<file path="src/rtl/plo_pkg.sv">
// Package for the path length odometer: shared types and constants.
// Used by plo_front, plo_queue, plo_back and path_length_odometer.
// Depends on nothing.
`timescale 1ns / 1ps

package plo_pkg;

    localparam int unsigned LIMIT_W     = 16;  // jump limit and step width
    localparam int unsigned TOTAL_OUT_W = 48;  // total_distance port width
    localparam int unsigned POS_W       = 32;  // coordinate port width
    localparam int unsigned SQ_W        = 33;  // ax*ax + ay*ay with ax, ay below 2^16
    localparam int unsigned ROOT_W      = 18;  // trial root bits, 17 down to 0
    localparam logic [LIMIT_W-1:0] LIMIT_RESET = 16'd2048;

    // What the back end has to do with one beat.
    typedef enum logic [1:0] {
        KIND_CLEAR,
        KIND_FIRST,
        KIND_REJECT,
        KIND_MEASURE
    } kind_t;

    typedef struct packed {
        kind_t               kind;
        logic [LIMIT_W-1:0]  ax;
        logic [LIMIT_W-1:0]  ay;
        logic                seen;
    } entry_t;

    typedef enum logic [2:0] {
        BK_IDLE,
        BK_SQX,
        BK_SQY,
        BK_ROOT,
        BK_DONE
    } back_state_t;

endpackage

</file>
<file path="src/rtl/path_length_odometer.sv">
// Top level of the path length odometer: jump limit register, front end,
// queue and back end. Depends on plo_pkg, plo_front, plo_queue, plo_back.
//
//   port group      dir   handshake             carries
//   in_*            in    in_valid / in_ready   mode, pos_x, pos_y
//   out_*           out   out_valid / out_ready total_distance, step_distance,
//                                               step_rejected, data_seen
//   cfg_*           in    cfg_we                cfg_wdata -> jump_limit
//
// A measured step passes through the back end as a queue pop, squaring ax and then
// ay on the shared 16x16 squarer, 18 root iterations and an update of the total.
// Clears, first samples and steps rejected on a single delta skip squarer and root.
// The front end takes one beat per cycle while the two-entry queue has room.
// Reset clears the position state, the total, the queue and the result valid flag.
// A stalled result holds in its register while the front accepts until the queue fills.
`timescale 1ns / 1ps

module path_length_odometer #(
    parameter int COORD_WIDTH = 32,
    parameter int TOTAL_WIDTH = 48
) (
    input  logic                            clk,
    input  logic                            rst_n,
    input  logic                            in_valid,
    output logic                            in_ready,
    input  logic                            mode,
    input  logic signed [plo_pkg::POS_W-1:0] pos_x,
    input  logic signed [plo_pkg::POS_W-1:0] pos_y,
    output logic                            out_valid,
    input  logic                            out_ready,
    output logic [plo_pkg::TOTAL_OUT_W-1:0] total_distance,
    output logic [plo_pkg::LIMIT_W-1:0]     step_distance,
    output logic                            step_rejected,
    output logic                            data_seen,
    input  logic                            cfg_we,
    input  logic [plo_pkg::LIMIT_W-1:0]     cfg_wdata
);

    logic [plo_pkg::LIMIT_W-1:0] jump_limit_reg;
    plo_pkg::entry_t             push_entry;
    logic                        push_valid;
    logic                        push_ready;
    plo_pkg::entry_t             pop_entry;
    logic                        pop_valid;
    logic                        pop;

    always_ff @(posedge clk or negedge rst_n)
    begin
        if (!rst_n) begin
            jump_limit_reg <= plo_pkg::LIMIT_RESET;
        end else if (cfg_we) begin
            jump_limit_reg <= cfg_wdata;
        end
    end

    plo_front #(
        .COORD_WIDTH (COORD_WIDTH)
    ) u_front (
        .clk        (clk),
        .rst_n      (rst_n),
        .in_valid   (in_valid),
        .in_ready   (in_ready),
        .mode       (mode),
        .pos_x      (pos_x),
        .pos_y      (pos_y),
        .jump_limit (jump_limit_reg),
        .push_entry (push_entry),
        .push_valid (push_valid),
        .push_ready (push_ready)
    );

    plo_queue u_queue (
        .clk        (clk),
        .rst_n      (rst_n),
        .push_entry (push_entry),
        .push_valid (push_valid),
        .push_ready (push_ready),
        .pop_entry  (pop_entry),
        .pop_valid  (pop_valid),
        .pop        (pop)
    );

    plo_back #(
        .TOTAL_WIDTH (TOTAL_WIDTH)
    ) u_back (
        .clk            (clk),
        .rst_n          (rst_n),
        .pop_entry      (pop_entry),
        .pop_valid      (pop_valid),
        .pop            (pop),
        .jump_limit     (jump_limit_reg),
        .out_valid      (out_valid),
        .out_ready      (out_ready),
        .total_distance (total_distance),
        .step_distance  (step_distance),
        .step_rejected  (step_rejected),
        .data_seen      (data_seen)
    );

endmodule

</file>
<file path="src/rtl/plo_front.sv">
// Front end of the path length odometer: accepts beats, tracks the previous
// position and classifies each beat into a queue entry.
// Depends on plo_pkg.
`timescale 1ns / 1ps

module plo_front #(
    parameter int COORD_WIDTH = 32
) (
    input  logic                          clk,
    input  logic                          rst_n,
    input  logic                          in_valid,
    output logic                          in_ready,
    input  logic                          mode,
    input  logic signed [plo_pkg::POS_W-1:0] pos_x,
    input  logic signed [plo_pkg::POS_W-1:0] pos_y,
    input  logic [plo_pkg::LIMIT_W-1:0]   jump_limit,
    output plo_pkg::entry_t               push_entry,
    output logic                          push_valid,
    input  logic                          push_ready
);

    localparam int DW = COORD_WIDTH + 1;

    logic signed [COORD_WIDTH-1:0] x_c;
    logic signed [COORD_WIDTH-1:0] y_c;
    logic signed [COORD_WIDTH-1:0] last_x_reg, last_x_next;
    logic signed [COORD_WIDTH-1:0] last_y_reg, last_y_next;
    logic                          have_last_reg, have_last_next;
    logic                          seen_any_reg, seen_any_next;
    logic signed [DW-1:0]          dx;
    logic signed [DW-1:0]          dy;
    logic [DW-1:0]                 ax_full;
    logic [DW-1:0]                 ay_full;
    logic [DW-1:0]                 limit_ext;
    logic                          too_far;
    logic                          accept;

    generate
        if (COORD_WIDTH <= plo_pkg::POS_W) begin : g_narrow
            assign x_c = pos_x[COORD_WIDTH-1:0];
            assign y_c = pos_y[COORD_WIDTH-1:0];
        end else begin : g_wide
            assign x_c = COORD_WIDTH'(pos_x);
            assign y_c = COORD_WIDTH'(pos_y);
        end
    endgenerate

    assign in_ready   = push_ready;
    assign push_valid = in_valid;
    assign accept     = in_valid && push_ready;

    assign dx        = DW'(x_c) - DW'(last_x_reg);
    assign dy        = DW'(y_c) - DW'(last_y_reg);
    assign ax_full   = dx[DW-1] ? DW'(-dx) : DW'(dx);
    assign ay_full   = dy[DW-1] ? DW'(-dy) : DW'(dy);
    assign limit_ext = DW'(jump_limit);
    assign too_far   = (ax_full >= limit_ext) || (ay_full >= limit_ext);

    always_comb
    begin
        push_entry.ax   = ax_full[plo_pkg::LIMIT_W-1:0];
        push_entry.ay   = ay_full[plo_pkg::LIMIT_W-1:0];
        push_entry.seen = mode ? seen_any_reg : 1'b1;
        if (mode) begin
            push_entry.kind = plo_pkg::KIND_CLEAR;
        end else if (!have_last_reg) begin
            push_entry.kind = plo_pkg::KIND_FIRST;
        end else if (too_far) begin
            push_entry.kind = plo_pkg::KIND_REJECT;
        end else begin
            push_entry.kind = plo_pkg::KIND_MEASURE;
        end
    end

    // Position state moves on as soon as a beat is taken; the root comes later.
    always_comb
    begin
        last_x_next    = last_x_reg;
        last_y_next    = last_y_reg;
        have_last_next = have_last_reg;
        seen_any_next  = seen_any_reg;
        if (accept) begin
            if (mode) begin
                have_last_next = 1'b0;
            end else begin
                last_x_next    = x_c;
                last_y_next    = y_c;
                have_last_next = 1'b1;
                seen_any_next  = 1'b1;
            end
        end
    end

    always_ff @(posedge clk or negedge rst_n)
    begin
        if (!rst_n) begin
            last_x_reg    <= '0;
            last_y_reg    <= '0;
            have_last_reg <= 1'b0;
            seen_any_reg  <= 1'b0;
        end else begin
            last_x_reg    <= last_x_next;
            last_y_reg    <= last_y_next;
            have_last_reg <= have_last_next;
            seen_any_reg  <= seen_any_next;
        end
    end

endmodule

</file>
<file path="src/rtl/plo_queue.sv">
// Two-entry queue between the front and back ends of the odometer.
// Depends on plo_pkg.
`timescale 1ns / 1ps

module plo_queue (
    input  logic            clk,
    input  logic            rst_n,
    input  plo_pkg::entry_t push_entry,
    input  logic            push_valid,
    output logic            push_ready,
    output plo_pkg::entry_t pop_entry,
    output logic            pop_valid,
    input  logic            pop
);

    localparam int DEPTH = 2;
    localparam int AW    = $clog2(DEPTH);
    localparam int CW    = $clog2(DEPTH + 1);

    plo_pkg::entry_t slot_reg [DEPTH];
    logic [AW-1:0]   wr_ptr_reg, wr_ptr_next;
    logic [AW-1:0]   rd_ptr_reg, rd_ptr_next;
    logic [CW-1:0]   count_reg, count_next;
    logic            do_push;
    logic            do_pop;

    assign push_ready = (count_reg != CW'(DEPTH));
    assign pop_valid  = (count_reg != '0);
    assign pop_entry  = slot_reg[rd_ptr_reg];
    assign do_push    = push_valid && push_ready;
    assign do_pop     = pop && pop_valid;

    always_comb
    begin
        wr_ptr_next = wr_ptr_reg;
        rd_ptr_next = rd_ptr_reg;
        count_next  = count_reg;
        if (do_push) begin
            wr_ptr_next = (wr_ptr_reg == AW'(DEPTH - 1)) ? '0 : wr_ptr_reg + 1'b1;
        end
        if (do_pop) begin
            rd_ptr_next = (rd_ptr_reg == AW'(DEPTH - 1)) ? '0 : rd_ptr_reg + 1'b1;
        end
        if (do_push && !do_pop) begin
            count_next = count_reg + 1'b1;
        end else if (do_pop && !do_push) begin
            count_next = count_reg - 1'b1;
        end
    end

    always_ff @(posedge clk)
    begin
        if (do_push) begin
            slot_reg[wr_ptr_reg] <= push_entry;
        end
    end

    always_ff @(posedge clk or negedge rst_n)
    begin
        if (!rst_n) begin
            wr_ptr_reg <= '0;
            rd_ptr_reg <= '0;
            count_reg  <= '0;
        end else begin
            wr_ptr_reg <= wr_ptr_next;
            rd_ptr_reg <= rd_ptr_next;
            count_reg  <= count_next;
        end
    end

endmodule

</file>
<file path="src/rtl/plo_back.sv">
// Back end of the odometer: squares, takes the root bit by bit, applies the
// limit, keeps the saturating total and holds the result register.
// Depends on plo_pkg.
`timescale 1ns / 1ps

module plo_back #(
    parameter int TOTAL_WIDTH = 48
) (
    input  logic                              clk,
    input  logic                              rst_n,
    input  plo_pkg::entry_t                   pop_entry,
    input  logic                              pop_valid,
    output logic                              pop,
    input  logic [plo_pkg::LIMIT_W-1:0]       jump_limit,
    output logic                              out_valid,
    input  logic                              out_ready,
    output logic [plo_pkg::TOTAL_OUT_W-1:0]   total_distance,
    output logic [plo_pkg::LIMIT_W-1:0]       step_distance,
    output logic                              step_rejected,
    output logic                              data_seen
);

    plo_pkg::back_state_t state_reg, state_next;

    plo_pkg::kind_t                  kind_reg, kind_next;
    logic [plo_pkg::LIMIT_W-1:0]     ax_reg, ax_next;
    logic [plo_pkg::LIMIT_W-1:0]     ay_reg, ay_next;
    logic                            seen_reg, seen_next;
    logic [plo_pkg::SQ_W-1:0]        sq_reg, sq_next;
    logic [plo_pkg::ROOT_W-1:0]      root_reg, root_next;
    logic [plo_pkg::ROOT_W-1:0]      bit_reg, bit_next;
    logic [TOTAL_WIDTH-1:0]          sum_reg, sum_next;

    logic                            out_valid_reg, out_valid_next;
    logic [plo_pkg::TOTAL_OUT_W-1:0] total_reg, total_next;
    logic [plo_pkg::LIMIT_W-1:0]     step_reg, step_next;
    logic                            rej_reg, rej_next;
    logic                            seen_out_reg, seen_out_next;

    logic                            out_free;
    logic                            finish;
    logic [plo_pkg::LIMIT_W-1:0]     mul_a;
    logic [31:0]                     mul_p;
    logic [plo_pkg::ROOT_W-1:0]      trial;
    logic [2*plo_pkg::ROOT_W-1:0]    trial_sq;
    logic                            root_over;
    logic [TOTAL_WIDTH:0]            sum_add;
    logic [TOTAL_WIDTH-1:0]          sum_sat;
    logic [63:0]                     sum_wide;

    assign out_free = !out_valid_reg || out_ready;

    // One 16x16 multiplier squares ax, then ay.
    assign mul_a = (state_reg == plo_pkg::BK_SQX) ? ax_reg : ay_reg;
    assign mul_p = 32'(mul_a) * 32'(mul_a);

    assign trial     = root_reg | bit_reg;
    assign trial_sq  = (2*plo_pkg::ROOT_W)'(trial) * (2*plo_pkg::ROOT_W)'(trial);
    assign root_over = (root_reg >= plo_pkg::ROOT_W'(jump_limit));

    assign sum_add = {1'b0, sum_reg} + (TOTAL_WIDTH+1)'(root_reg[plo_pkg::LIMIT_W-1:0]);
    assign sum_sat = sum_add[TOTAL_WIDTH] ? '1 : sum_add[TOTAL_WIDTH-1:0];

    // Next state.
    always_comb
    begin
        state_next = state_reg;
        unique case (state_reg)
            plo_pkg::BK_IDLE:
            begin
                if (pop_valid) begin
                    state_next = (pop_entry.kind == plo_pkg::KIND_MEASURE) ?
                                 plo_pkg::BK_SQX : plo_pkg::BK_DONE;
                end
            end
            plo_pkg::BK_SQX:  state_next = plo_pkg::BK_SQY;
            plo_pkg::BK_SQY:  state_next = plo_pkg::BK_ROOT;
            plo_pkg::BK_ROOT:
            begin
                if (bit_reg[0]) begin
                    state_next = plo_pkg::BK_DONE;
                end
            end
            plo_pkg::BK_DONE:
            begin
                if (out_free) begin
                    state_next = plo_pkg::BK_IDLE;
                end
            end
            default: state_next = plo_pkg::BK_IDLE;
        endcase
    end

    // Control outputs.
    always_comb
    begin
        pop    = 1'b0;
        finish = 1'b0;
        unique case (state_reg)
            plo_pkg::BK_IDLE: pop    = pop_valid;
            plo_pkg::BK_DONE: finish = out_free;
            default:
            begin
                pop    = 1'b0;
                finish = 1'b0;
            end
        endcase
    end

    // Datapath.
    always_comb
    begin
        kind_next      = kind_reg;
        ax_next        = ax_reg;
        ay_next        = ay_reg;
        seen_next      = seen_reg;
        sq_next        = sq_reg;
        root_next      = root_reg;
        bit_next       = bit_reg;
        sum_next       = sum_reg;
        out_valid_next = out_valid_reg && !out_ready;
        total_next     = total_reg;
        step_next      = step_reg;
        rej_next       = rej_reg;
        seen_out_next  = seen_out_reg;

        if (pop) begin
            kind_next = pop_entry.kind;
            ax_next   = pop_entry.ax;
            ay_next   = pop_entry.ay;
            seen_next = pop_entry.seen;
            root_next = '0;
            bit_next  = {1'b1, {(plo_pkg::ROOT_W-1){1'b0}}};
        end

        if (state_reg == plo_pkg::BK_SQX) begin
            sq_next = plo_pkg::SQ_W'(mul_p);
        end
        if (state_reg == plo_pkg::BK_SQY) begin
            sq_next = sq_reg + plo_pkg::SQ_W'(mul_p);
        end
        if (state_reg == plo_pkg::BK_ROOT) begin
            if (trial_sq <= (2*plo_pkg::ROOT_W)'(sq_reg)) begin
                root_next = trial;
            end
            bit_next = bit_reg >> 1;
        end

        if (finish) begin
            step_next = '0;
            rej_next  = 1'b0;
            case (kind_reg)
                plo_pkg::KIND_CLEAR:  sum_next = '0;
                plo_pkg::KIND_REJECT: rej_next = 1'b1;
                plo_pkg::KIND_MEASURE:
                begin
                    if (root_over) begin
                        rej_next = 1'b1;
                    end else begin
                        step_next = root_reg[plo_pkg::LIMIT_W-1:0];
                        sum_next  = sum_sat;
                    end
                end
                default: sum_next = sum_reg;
            endcase
            out_valid_next = 1'b1;
            seen_out_next  = seen_reg;
            total_next     = sum_wide[plo_pkg::TOTAL_OUT_W-1:0];
        end
    end

    assign sum_wide = 64'(sum_next);

    always_ff @(posedge clk or negedge rst_n)
    begin
        if (!rst_n) begin
            state_reg     <= plo_pkg::BK_IDLE;
            sum_reg       <= '0;
            out_valid_reg <= 1'b0;
        end else begin
            state_reg     <= state_next;
            sum_reg       <= sum_next;
            out_valid_reg <= out_valid_next;
        end
    end

    always_ff @(posedge clk)
    begin
        kind_reg     <= kind_next;
        ax_reg       <= ax_next;
        ay_reg       <= ay_next;
        seen_reg     <= seen_next;
        sq_reg       <= sq_next;
        root_reg     <= root_next;
        bit_reg      <= bit_next;
        total_reg    <= total_next;
        step_reg     <= step_next;
        rej_reg      <= rej_next;
        seen_out_reg <= seen_out_next;
    end

    assign out_valid      = out_valid_reg;
    assign total_distance = total_reg;
    assign step_distance  = step_reg;
    assign step_rejected  = rej_reg;
    assign data_seen      = seen_out_reg;

    a_root_bit_onehot: assert property (@(posedge clk) disable iff (!rst_n)
        (state_reg == plo_pkg::BK_ROOT) |-> $onehot(bit_reg))
        else $error("root iteration lost its bit position");

    a_root_exit: assert property (@(posedge clk) disable iff (!rst_n)
        (state_reg == plo_pkg::BK_ROOT) |=>
        (state_reg == plo_pkg::BK_ROOT || state_reg == plo_pkg::BK_DONE))
        else $error("root iteration left early");

    a_reject_no_step: assert property (@(posedge clk) disable iff (!rst_n)
        (out_valid_reg && rej_reg) |-> (step_reg == '0))
        else $error("rejected step carries a distance");

    a_step_below_limit: assert property (@(posedge clk) disable iff (!rst_n)
        (out_valid_reg && step_reg != '0) |-> (step_reg < jump_limit))
        else $error("accepted step at or above the jump limit");

    a_pop_only_idle: assert property (@(posedge clk) disable iff (!rst_n)
        pop |-> (state_reg == plo_pkg::BK_IDLE && pop_valid))
        else $error("queue popped outside idle");

endmodule

</file>
<file path="config.mk">
export PLATFORM = sky130hd
export DESIGN_NAME = path_length_odometer
export DESIGN_NICKNAME = d
export VERILOG_FILES = /design/src/rtl/plo_pkg.sv /design/src/rtl/path_length_odometer.sv /design/src/rtl/plo_front.sv /design/src/rtl/plo_queue.sv /design/src/rtl/plo_back.sv
export SDC_FILE = /design/constraint.sdc
export NUM_CORES = 2
export LEC_CHECK = 0
export CAP_MARGIN = 10
export CORE_AREA = 2 2 278 280
export DETAILED_ROUTE_END_ITERATION = 6
export DIE_AREA = 0 0 280 282
export DONT_BUFFER_PORTS = 1
export GPL_TIMING_DRIVEN = 0
export PLACE_DENSITY = 0.73
export REMOVE_ABC_BUFFERS = 1
export SETUP_SLACK_MARGIN = 0.02
export SYNTH_ARGS = -nofsm -noshare
export SYNTH_HDL_FRONTEND = slang
export SYNTH_SLANG_ARGS = --single-unit
</file>
<file path="constraint.sdc">
create_clock -name clk -period 22.3 [get_ports clk]
set_input_delay 4.46 -clock clk [delete_from_list [all_inputs] [get_ports clk]]
set_output_delay 4.46 -clock clk [all_outputs]
set_load 0.01 [all_outputs]
</file>
==> impl_metrics.json <==
{
  "critPathCaptureType": "register",
  "worstSetupPathType": "reg -> reg",
  "setup_viol": 0,
  "netlist_top_cells_area": "fa_1 20%, edfxtp_1 17%, ha_1 12%",
  "dr.first_iter.drc_count": 1963,
  "clock-root-buffer": "clkbuf_16",
  "fin_util_pct": 56.3,
  "rrSetupSlack_ps": 11200,
  "clk_path_buf_depth": 3,
  "finalClockSkew_ps": 43.4,
  "final_common_cell": "inv_1",
  "reg2reg_to": "u_back.sq_reg[31]",
  "netlist_area_um2": 39900,
  "ys_warn_count": 0,
  "firstDrtPassIters": 6,
  "die-width_um": 280,
  "hold_depth": 0,
  "dpl-instance-area_um2": 41000,
  "h-tree-depth": 2,
  "hold_path.class": "reg -> reg",
  "status": "complete, no violations",
  "reg2regPathDepth": 37,
  "stdcell_count": 5255,
  "cp_slowest_cell": "mux2i_1",
  "cp-start-kind": "register",
  "vias": 30100,
  "period_share_pct": 49.8,
  "grt_pass1_vias": 30200,
  "ios": 154,
  "worst-path-max-fanout": 10,
  "ys.flop_type": "edfxtp_1",
  "dieHeight_um": 282,
  "crit-reg2reg-launch": "u_back.state_reg[0]",
  "largest_reg_flops": 70,
  "syn2layout_area_growth_pct": 6.75,
  "place_inst": 5166,
  "synth_cell_types": 101,
  "viasPerCell": 5.72,
  "drive_gt1_share_pct": 5.05,
  "critPathArrivalTime_ps": 11440,
  "syn_avg_cell_area_um2": 9.32,
  "path_common_cell": "fa_1",
  "timing.fmax_mhz": 90.1,
  "fin_nets": 5118,
  "coreArea_um2": 75700,
  "overflow": 0,
  "antenna_cells": 0,
  "wirelength_mm": 94.0,
  "grt_pass1_wl_mm": 154,
  "ant_nets": 0,
  "final_cell_mix": "732 x inv_1, 398 x ha_1, 390 x fa_1",
  "ys_ff_latch": 378,
  "std_cell_rows": 101,
  "fin_crit_ps": 11100,
  "synth_edf_count": 221,
  "globalplace.congestion": 0.928,
  "post_cts_buffers": 0,
  "synthCells": 4285,
  "cts.sinks": 378,
  "seq_area_frac_synth_pct": 26.2,
  "grt_setup_unrepaired": "false",
  "die_area_um2": 79000,
  "max_stage_delay_ps": 890,
  "tritoncts": "built",
  "cap_violations": 0,
  "worstPathRequired_ps": 22650,
  "synth-async-reset-ratio_pct": 36.5,
  "slew_violations": 0,
  "design_area_um2": 42600,
  "grtUsageTotal_pct": 24.2,
  "tns_ps": 0,
  "synth_top_area_share_pct": 19.5,
  "cts-resized-gates": 0,
  "initial_core_util_pct": 52.8,
  "yosysTopAreaCell": "fa_1",
  "slew_headroom_pct": 14.8,
  "clkTransAtPathRegs_ps": 60,
  "min-delay-start": "u_back.seen_reg",
  "worst_slew_pin_slew_ps": 1240,
  "worstHoldEndpoint": "u_back.data_seen",
  "clkLatencyLatePin_ps": 600,
  "drc": 0,
  "ctsHoldBuffers": 0,
  "grt_start_max_net_pins": 139,
  "post_drt_wl_per_cell_um": 17.9,
  "port-buffer-count": 0,
  "hpwl_mm": 74.6,
  "cts_buffers": 44,
  "antenna_found_initial": 1,
  "finalHoldViolations": 0
}
## layout make-up
| type | instances | area [um^2] |
|---|---|---|
| clock buffer | 52 | 1160 |
| clock inverter | 28 | 368 |
| fill | 6539 | 33100 |
| inverter | 748 | 2810 |
| multi-input combinational | 3047 | 26300 |
| sequential | 378 | 10500 |
| tap | 978 | 1220 |
| timing repair buffer | 24 | 307 |
## worst max path at each step
stage	from	to	slack, ps	depth (start not counted)
floorplan	u_back.state_reg[0]	u_back.sq_reg[30]	11630	31
global placement	u_back.state_reg[0]	u_back.sq_reg[31]	9140	31
detailed placement	pos_y[0]	u_queue.slot_reg[0][33]	10850	27
CTS	u_back.state_reg[0]	u_back.sq_reg[31]	11010	32
global route	u_back.state_reg[0]	u_back.sq_reg[31]	10190	37
finish	u_back.state_reg[0]	u_back.sq_reg[31]	11200	37
## stage by stage
stage	hold WS, ps	worst slack, ps
detailed placement	408	10850
global route	427	10190
global placement	405	9140
floorplan	400	11630
finish	420	11200
CTS	422	11010
## worst max-delay path: cells and delay by family, from the launching register on
family / cells / cell delay [ps]
buffers and inverters: 6 / 1190
adder cells (fa/ha/maj): 8 / 3380
multiplexers: 2 / 1130
AO/OA/AOI/OAI: 13 / 3310
AND/OR/NAND/NOR: 8 / 1330
flip-flops: 1 / 480
## cells by family (layout without fill, tap and decap cells)
group,after synthesis,in the layout,synth area share [%]
buffers and inverters,860,852,8.11
AO/OA/AOI/OAI,837,837,14.0
adder cells (fa/ha/maj),789,789,32.0
AND/OR/NAND/NOR,1176,1176,13.9
XOR/XNOR,175,175,3.84
flip-flops,378,378,26.2
multiplexers,70,70,1.91
## cell usage after synthesis, types with 40 or more instances
cell	number
and2_1	49
dfrtp_1	137
nand2b_1	46
inv_1	732
nand3_1	61
nand2_1	385
ha_1	399
o21ai_0	222
a21oi_1	178
a21o_1	82
and3_1	43
o21a_1	40
nor3_1	64
xnor2_1	116
fa_1	390
xor2_1	59
edfxtp_1	221
nor2_1	343
mux2_2	50
clkbuf_1	102
## per-layer routing
layer  share of wire (%)  track usage (%)  vias up  wire length (um)
li1                    -                -    14400                 -
met3                 6.1             3.82      157              5690
met5               0.014                0        -                13
met4                 3.2             7.77        2              3010
met1                  41             30.6    14700             39000
met2                  49             42.4      834             46300
Power is left out: the tool's default activity adds up to more than one toggle a clock period on the data nets, which glitch-free logic cannot reach.
